`src/rtl/ps2mc_pkg.sv`:
```
// Shared types and constants for the PS/2 mouse cursor tracker.
// No dependencies; every other rtl file refers to it by scoped names.
package ps2mc_pkg;

   localparam int unsigned ByteWidth  = 8;
   localparam int unsigned CoordWidth = 12;
   localparam int unsigned RspWidth   = 32;

   localparam logic [ByteWidth-1:0]  SYNC_MASK  = 8'h08;
   localparam logic [ByteWidth-1:0]  LEFT_MASK  = 8'h01;
   localparam logic [CoordWidth-1:0] X_LIMIT_RESET = 12'd1014;
   localparam logic [CoordWidth-1:0] Y_LIMIT_RESET = 12'd758;
   localparam logic [CoordWidth-1:0] POS_X_RESET   = 12'd512;
   localparam logic [CoordWidth-1:0] POS_Y_RESET   = 12'd384;

   // Position of the next byte within a three-byte packet
   typedef enum logic [1:0] {
      PHASE_HEADER = 2'd0,
      PHASE_XDELTA = 2'd1,
      PHASE_YDELTA = 2'd2
   } phase_type;

   // Configuration register indexes
   typedef enum logic {
      REG_X_LIMIT = 1'b0,
      REG_Y_LIMIT = 1'b1
   } reg_index_type;

   // Completed packet, handed from the framer to the motion unit
   typedef struct packed {
      logic                 complete;
      logic [ByteWidth-1:0] header;
      logic [ByteWidth-1:0] dx;
      logic [ByteWidth-1:0] dy;
   } packet_type;

   // One result item
   typedef struct packed {
      logic                  release_edge;
      logic                  press_edge;
      logic [CoordWidth-1:0] cursor_y;
      logic [CoordWidth-1:0] cursor_x;
   } result_type;

endpackage

```
`src/rtl/ps2mc_framer.sv`:
```
// Packet framer: aligns raw mouse bytes into three-byte packets.
// Depends on ps2mc_pkg.
module ps2mc_framer (
   input  logic                            clock,
   input  logic                            reset,
   input  logic                            byte_valid,
   input  logic [ps2mc_pkg::ByteWidth-1:0] byte_data,
   output logic                            last_byte,
   output ps2mc_pkg::packet_type           pkt
);

   ps2mc_pkg::phase_type             phase_ff, phase_in;
   logic [ps2mc_pkg::ByteWidth-1:0]  header_ff, header_in;
   logic [ps2mc_pkg::ByteWidth-1:0]  dx_ff, dx_in;

   always_ff @(posedge clock) begin
      if (reset) begin
         phase_ff <= ps2mc_pkg::PHASE_HEADER;
      end else begin
         phase_ff <= phase_in;
      end
      header_ff <= header_in;
      dx_ff     <= dx_in;
   end

   always_comb begin
      phase_in  = phase_ff;
      header_in = header_ff;
      dx_in     = dx_ff;
      last_byte = 1'b0;
      unique case (phase_ff)
         ps2mc_pkg::PHASE_XDELTA: begin
            if (byte_valid) begin
               dx_in    = byte_data;
               phase_in = ps2mc_pkg::PHASE_YDELTA;
            end
         end
         ps2mc_pkg::PHASE_YDELTA: begin
            last_byte = 1'b1;
            if (byte_valid) begin
               phase_in = ps2mc_pkg::PHASE_HEADER;
            end
         end
         default: begin
            // drop a header candidate without the sync bit
            if (byte_valid) begin
               header_in = byte_data;
               phase_in  = ((byte_data & ps2mc_pkg::SYNC_MASK) != '0) ?
                           ps2mc_pkg::PHASE_XDELTA : ps2mc_pkg::PHASE_HEADER;
            end
         end
      endcase
   end

   assign pkt.complete = byte_valid && last_byte;
   assign pkt.header   = header_ff;
   assign pkt.dx       = dx_ff;
   assign pkt.dy       = byte_data;

endmodule

```
`src/rtl/ps2mc_motion.sv`:
```
// Motion unit: limit registers, cursor position, left-button edge detect.
// Depends on ps2mc_pkg.
module ps2mc_motion (
   input  logic                             clock,
   input  logic                             reset,
   input  logic                             csr_we,
   input  ps2mc_pkg::reg_index_type         csr_addr,
   input  logic [ps2mc_pkg::CoordWidth-1:0] csr_wdata,
   input  ps2mc_pkg::packet_type            pkt,
   output ps2mc_pkg::result_type            result
);

   localparam int unsigned SumWidth = ps2mc_pkg::CoordWidth + 2;

   logic [ps2mc_pkg::CoordWidth-1:0] x_limit_ff, x_limit_in;
   logic [ps2mc_pkg::CoordWidth-1:0] y_limit_ff, y_limit_in;
   logic [ps2mc_pkg::CoordWidth-1:0] pos_x_ff, pos_x_in;
   logic [ps2mc_pkg::CoordWidth-1:0] pos_y_ff, pos_y_in;
   logic                             left_held_ff, left_held_in;

   logic signed [SumWidth-1:0]       sum_x;
   logic signed [SumWidth-1:0]       sum_y;
   logic                             down;

   function automatic logic [ps2mc_pkg::CoordWidth-1:0] clamp_coord(
      input logic signed [SumWidth-1:0]       v,
      input logic [ps2mc_pkg::CoordWidth-1:0] lim
   );
      logic [ps2mc_pkg::CoordWidth-1:0] r;
      if (v < 0) begin
         r = '0;
      end else if (v[SumWidth-2:0] > {1'b0, lim}) begin
         r = lim;
      end else begin
         r = v[ps2mc_pkg::CoordWidth-1:0];
      end
      return r;
   endfunction

   always_ff @(posedge clock) begin
      if (reset) begin
         x_limit_ff   <= ps2mc_pkg::X_LIMIT_RESET;
         y_limit_ff   <= ps2mc_pkg::Y_LIMIT_RESET;
         pos_x_ff     <= ps2mc_pkg::POS_X_RESET;
         pos_y_ff     <= ps2mc_pkg::POS_Y_RESET;
         left_held_ff <= 1'b0;
      end else begin
         x_limit_ff   <= x_limit_in;
         y_limit_ff   <= y_limit_in;
         pos_x_ff     <= pos_x_in;
         pos_y_ff     <= pos_y_in;
         left_held_ff <= left_held_in;
      end
   end

   always_comb begin
      x_limit_in = x_limit_ff;
      y_limit_in = y_limit_ff;
      if (csr_we) begin
         unique case (csr_addr)
            ps2mc_pkg::REG_X_LIMIT: x_limit_in = csr_wdata;
            ps2mc_pkg::REG_Y_LIMIT: y_limit_in = csr_wdata;
         endcase
      end
   end

   always_comb begin
      down  = (pkt.header & ps2mc_pkg::LEFT_MASK) != '0;
      sum_x = signed'({2'b00, pos_x_ff}) + SumWidth'(signed'(pkt.dx));
      sum_y = signed'({2'b00, pos_y_ff}) - SumWidth'(signed'(pkt.dy));

      result.cursor_x     = clamp_coord(sum_x, x_limit_ff);
      result.cursor_y     = clamp_coord(sum_y, y_limit_ff);
      result.press_edge   = down && !left_held_ff;
      result.release_edge = !down && left_held_ff;

      // advance position and button state only when a packet closes
      pos_x_in     = pkt.complete ? result.cursor_x : pos_x_ff;
      pos_y_in     = pkt.complete ? result.cursor_y : pos_y_ff;
      left_held_in = pkt.complete ? down : left_held_ff;
   end

endmodule

```
`src/rtl/ps2mc_out_reg.sv`:
```
// Result register: holds one result item until the consumer takes it.
// Depends on ps2mc_pkg.
module ps2mc_out_reg (
   input  logic                           clock,
   input  logic                           reset,
   input  logic                           load,
   input  ps2mc_pkg::result_type          result,
   output logic                           slot_free,
   output logic                           rsp_tvalid,
   input  logic                           rsp_tready,
   output logic [ps2mc_pkg::RspWidth-1:0] rsp_tdata
);

   localparam int unsigned ResultBits = $bits(ps2mc_pkg::result_type);

   logic                  valid_ff, valid_in;
   ps2mc_pkg::result_type data_ff, data_in;

   always_ff @(posedge clock) begin
      if (reset) begin
         valid_ff <= 1'b0;
      end else begin
         valid_ff <= valid_in;
      end
      data_ff <= data_in;
   end

   // free when empty or draining this cycle
   assign slot_free = !valid_ff || rsp_tready;

   always_comb begin
      valid_in = valid_ff && !rsp_tready;
      data_in  = data_ff;
      if (load) begin
         valid_in = 1'b1;
         data_in  = result;
      end
   end

   assign rsp_tvalid = valid_ff;
   assign rsp_tdata  = {{(ps2mc_pkg::RspWidth - ResultBits){1'b0}}, data_ff};

endmodule

```
`src/rtl/ps2_mouse_cursor_tracker.sv`:
```
// Top level of the PS/2 mouse cursor tracker.
// Depends on ps2mc_pkg, ps2mc_framer, ps2mc_motion and ps2mc_out_reg.
//
//   channel  direction  handshake          payload
//   req_     in         tvalid/tready      tdata[7:0] data_byte
//   rsp_     out        tvalid/tready      tdata: cursor_x, cursor_y, press, release
//   csr_     in         we (no handshake)  addr selects x_limit/y_limit, wdata 12 bits
//
// One byte is taken per cycle unless a third byte waits (see below); the third
// byte of a packet produces its result in the rsp register on the next cycle.
// Header and x-delta bytes are accepted even while the rsp register is full;
// a third byte waits until the rsp register is empty or being drained.
// Synchronous reset clears phase and rsp valid, presets positions and limits.
module ps2_mouse_cursor_tracker (
   input  logic                             clock,
   input  logic                             reset,
   input  logic                             req_tvalid,
   output logic                             req_tready,
   input  logic [ps2mc_pkg::ByteWidth-1:0]  req_tdata,  // [7:0] data_byte
   output logic                             rsp_tvalid,
   input  logic                             rsp_tready,
   // [11:0] cursor_x, [23:12] cursor_y, [24] press_edge, [25] release_edge, rest zero
   output logic [ps2mc_pkg::RspWidth-1:0]   rsp_tdata,
   input  logic                             csr_we,
   input  ps2mc_pkg::reg_index_type         csr_addr,
   input  logic [ps2mc_pkg::CoordWidth-1:0] csr_wdata
);

   logic                  last_byte;
   logic                  slot_free;
   logic                  req_accept;
   ps2mc_pkg::packet_type pkt;
   ps2mc_pkg::result_type result;

   assign req_tready = !last_byte || slot_free;
   assign req_accept = req_tvalid && req_tready;

   ps2mc_framer u_framer (
      .clock      (clock),
      .reset      (reset),
      .byte_valid (req_accept),
      .byte_data  (req_tdata),
      .last_byte  (last_byte),
      .pkt        (pkt)
   );

   ps2mc_motion u_motion (
      .clock     (clock),
      .reset     (reset),
      .csr_we    (csr_we),
      .csr_addr  (csr_addr),
      .csr_wdata (csr_wdata),
      .pkt       (pkt),
      .result    (result)
   );

   ps2mc_out_reg u_out_reg (
      .clock      (clock),
      .reset      (reset),
      .load       (pkt.complete),
      .result     (result),
      .slot_free  (slot_free),
      .rsp_tvalid (rsp_tvalid),
      .rsp_tready (rsp_tready),
      .rsp_tdata  (rsp_tdata)
   );

endmodule

```
`config.mk`:
```
export PLATFORM = sky130hd
export DESIGN_NAME = ps2_mouse_cursor_tracker
export DESIGN_NICKNAME = d
export VERILOG_FILES = /design/src/rtl/ps2mc_pkg.sv /design/src/rtl/ps2mc_framer.sv /design/src/rtl/ps2mc_motion.sv /design/src/rtl/ps2mc_out_reg.sv /design/src/rtl/ps2_mouse_cursor_tracker.sv
export SDC_FILE = /design/constraint.sdc
export NUM_CORES = 1
export LEC_CHECK = 0
export ABC_AREA = 0
export BUFFER_PORTS_ARGS = -buffer_cell sky130_fd_sc_hd__buf_2
export CAP_MARGIN = 5
export CORE_AREA = 2 2 103 105
export DETAILED_ROUTE_END_ITERATION = 12
export DIE_AREA = 0 0 105 107
export GPL_ROUTABILITY_DRIVEN = 0
export HOLD_SLACK_MARGIN = 0.12
export PLACE_DENSITY = 0.8
export SLEW_MARGIN = 30
export SYNTH_ARGS = -nofsm -noshare
export SYNTH_HDL_FRONTEND = slang
export SYNTH_SLANG_ARGS = --single-unit
```
`constraint.sdc`:
```
create_clock -name clock -period 5.5 [get_ports clock]
set_clock_uncertainty 0.05 [all_clocks]
set_input_delay 1.1 -clock clock [delete_from_list [all_inputs] [get_ports clock]]
set_output_delay 1.1 -clock clock [all_outputs]
set_load 0.02 [all_outputs]
```
==> qor.yml <==
routing:
  finalWirelength_um: 12000
  wl_per_cell_um: 16.1
  drc_errors: 0
  viasPerCell: 5.55
  first_pass_iters: 4
  first_iter_violations: 228
  vias: 4126
  final_antenna_net_count: 0
finish:
  ff_latch_area_um2: 2090
  fillers: 879
  area_growth_syn_to_layout_pct: 10.6
  multi_input_area_um2: 2790
  drive_gt1_frac: 0.150
  nets: 682
  diodes: 0
pwr:
  p_per_area_nw_per_um2: 245
  peakVddDrop_mv: 0.116
  internal-power_uw: 991
  p_sw_uw: 419
  pwr-share-comb: 0.175
  swShare: 0.297
  seqPwrFrac: 0.499
  leakage_uw: 0.00264
  p_clk_frac: 0.327
setup_path:
  required_ns: 5.57
  crit_fanout: 7
  slowest_stage: "nor4_1"
  crit_type: "in2reg"
  critPathLaunchType: "primary input"
  arrival_ns: 4.73
  cpPeakStageDelay_ns: 0.49
  cp_cell_sequence: "buf_2 -> inv_1 -> ha_1 -> and3_1 -> a221oi_1 -> a21boi_2 -> mux2i_1 -> nor4_1 -> ha_1 -> nand3_1 -> and2_1 -> o311ai_4 -> buf_4 -> mux2i_1 -> nor2_1"
  end_kind: "flop"
  crit_family: "simple AND/OR/NAND/NOR gates"
  crit_buf_inv: 3
timing:
  setup_viol: 0
  worst_pin_slew_ns: 0.697
  rsz0062_at_grt: "false"
  fmax_mhz: 215
  relSlewSlack: 0.535
  fin_crit_ns: 4.66
  finalHoldViolations: 0
  tns_ns: 0
  timing.final.crit_share: 0.847
  worst_slack_ns: 0.843
  drv_slew: 0
clock_network:
  cts_setup_buffers: 0
  insertion_delay_ns: 0.37
  cts-root-buf: "clkbuf_8"
  htreeDepth: 3
  cts.hold.buffers_added: 0
  clock_sinks: 87
  post_cts_resized: 0
  clockBufferDepth: 2
  cts.reportedPaths.clkPinSlew_ns: 0.09
  cts_buffers: 9
  cts_tree: "yes"
logic_synthesis:
  synth_area_um2: 5200
  synthCells: 550
  async_flop_share: 0
  synth-simple-area-share: 0.152
  synthFlopType: "dfxtp_1"
  synthMuxAreaShare: 0.0520
  synthDistinctLibCells: 61
  synth_top_family_by_area: "compound AO/OA/AOI/OAI gates"
  synth_adder_area_share: 0.133
  yosysWarnings: 0
  synth_seq_area_share: 0.403
  synth_compound_gate_area_share: 0.157
  synth_edf_count: 35
  ys_ff_latch: 87
  synth_xor_area_frac: 0.0368
  syn_area_per_cell_um2: 9.45
place:
  hpwl_um: 8930
  io_buffer_count: 53
  pre_cts_slack_ns: 0.547
floorplan:
  num_io_pins: 60
  die_area_um2: 11200
  fp.dieH_um: 107
  rows: 37
  die_w_um: 105
  core_area_um2: 10100
  initial_core_util: 0.515
job:
  maxCapViolCount: 0
worst_hold_path:
  hp-class: "reg2reg"
global_route:
  grt_pass1_wl_um: 19100
  grt_usage: 0.216
  grt_max_degree: 35
  grt_overflow: 0
  grt_pass1_vias: 3934
  antenna_found_initial: 0
outcome:
  status: "finished, final reports clean"
-- logic make-up (layout without fill, tap and decap cells) --
| kind of cell | count (synthesis) | count (layout) |
|---|---|---|
| adder cells (fa/ha/maj) | 54 | 54 |
| flip-flops | 87 | 87 |
| buffers and inverters | 72 | 124 |
| multiplexers | 27 | 27 |
| AO/OA/AOI/OAI | 119 | 119 |
| other | 1 | 6 |
| XOR/XNOR | 21 | 21 |
| AND/OR/NAND/NOR | 169 | 169 |
-- power by group through the flow --
stage	clock, µW	combinational, µW	sequential (µW)
after floorplan	0	187	716
after global placement	0	231	716
after detailed placement	0	241	717
after CTS	468	243	703
after global routing	492	270	705
final	461	246	703
-- path summary, 6_finish.rpt --
check	start	to	slack, ns	cells past startpoint
worst max-delay path	req_tdata[7]	u_out_reg.rsp_tdata[15]	0.84	15
worst min-delay path	u_motion.pos_y_ff[2]	u_motion.pos_y_ff[2]	0.41	2
worst max register to register	u_framer.dx_ff[0]	u_out_reg.rsp_tdata[2]	1.44	17
worst min register to register	u_motion.pos_y_ff[2]	u_motion.pos_y_ff[2]	0.41	2
-- cells in the mapped netlist (all sizes together), types with 6 or more instances --
library cell | number | share of area
xnor2 | 15 | 0.025
edfxtp | 35 | 0.20
o21ai | 34 | 0.033
buf | 9 | 0.016
dfxtp | 52 | 0.20
clkbuf | 10 | 0.0072
ha | 52 | 0.13
nor2b | 6 | 0.0072
nand3 | 7 | 0.0067
nand2b | 7 | 0.0084
mux2i | 27 | 0.052
a211o | 10 | 0.017
a21oi | 35 | 0.035
a21o | 9 | 0.013
xor2 | 6 | 0.012
inv | 50 | 0.036
nand3b | 8 | 0.012
nand2 | 57 | 0.043
nor2 | 60 | 0.043
-- cells in the final DEF (no fill, tap or decap), drive strengths merged, types with 15 or more instances in the layout --
master / n
nor2: 60
buf: 58
nand2: 57
inv: 54
ha: 52
dfxtp: 52
edfxtp: 35
a21oi: 35
o21ai: 34
mux2i: 27
xnor2: 15
-- layer usage --
metal / track usage / up-vias / share of wire
met5: 0 / - / 0
met3: 0.0298 / 17 / 0.055
met4: 0.0676 / 0 / 0.015
met2: 0.379 / 132 / 0.50
li1: - / 2014 / -
met1: 0.276 / 1963 / 0.43
-- final cells by class --
type	count	share of cell area
Clock buffer	10	0.0259
Timing Repair Buffer	58	0.0527
Inverter	50	0.0327
Sequential cell	87	0.364
Clock inverter	6	0.00958
Multi-Input combinational cell	396	0.486
Tap cell	136	0.0296
-- registers in the layout, summed over array words and instances, names as in the netlist --
name and cells:
u_framer.dx_ff 8, u_framer.header_ff 1, u_framer.phase_ff 2, u_motion.left_held_ff 1
u_motion.pos_x_ff 12, u_motion.pos_y_ff 12, u_motion.x_limit_ff 12, u_motion.y_limit_ff 12
u_out_reg.rsp_tdata 26, u_out_reg.rsp_tvalid 1
-- worst reg2reg max path: cells and delay by family (launching register included) --
family	cells	cell delay, ns
compound gates	7	1.34
xor+xnor	1	0.22
fa+ha+maj	3	0.88
buf+inv	2	0.29
flops	1	0.37
mux	1	0.28
simple gates	3	0.36
-- through the flow --
stage          instances  cell area [µm²]  hold WS (ns)  power (µW)  utilization
3_3_place_gp         727             5540         0.390         948        0.549
5_1_grt              743             5750         0.440        1470        0.569
2_1_floorplan        555             5220         0.379         903            -
6_report             743             5750         0.415        1410        0.569
3_5_place_dp         727             5540         0.400         958        0.549
4_1_cts              743             5740         0.418        1410        0.569
(Power assumes the default switching activity.)
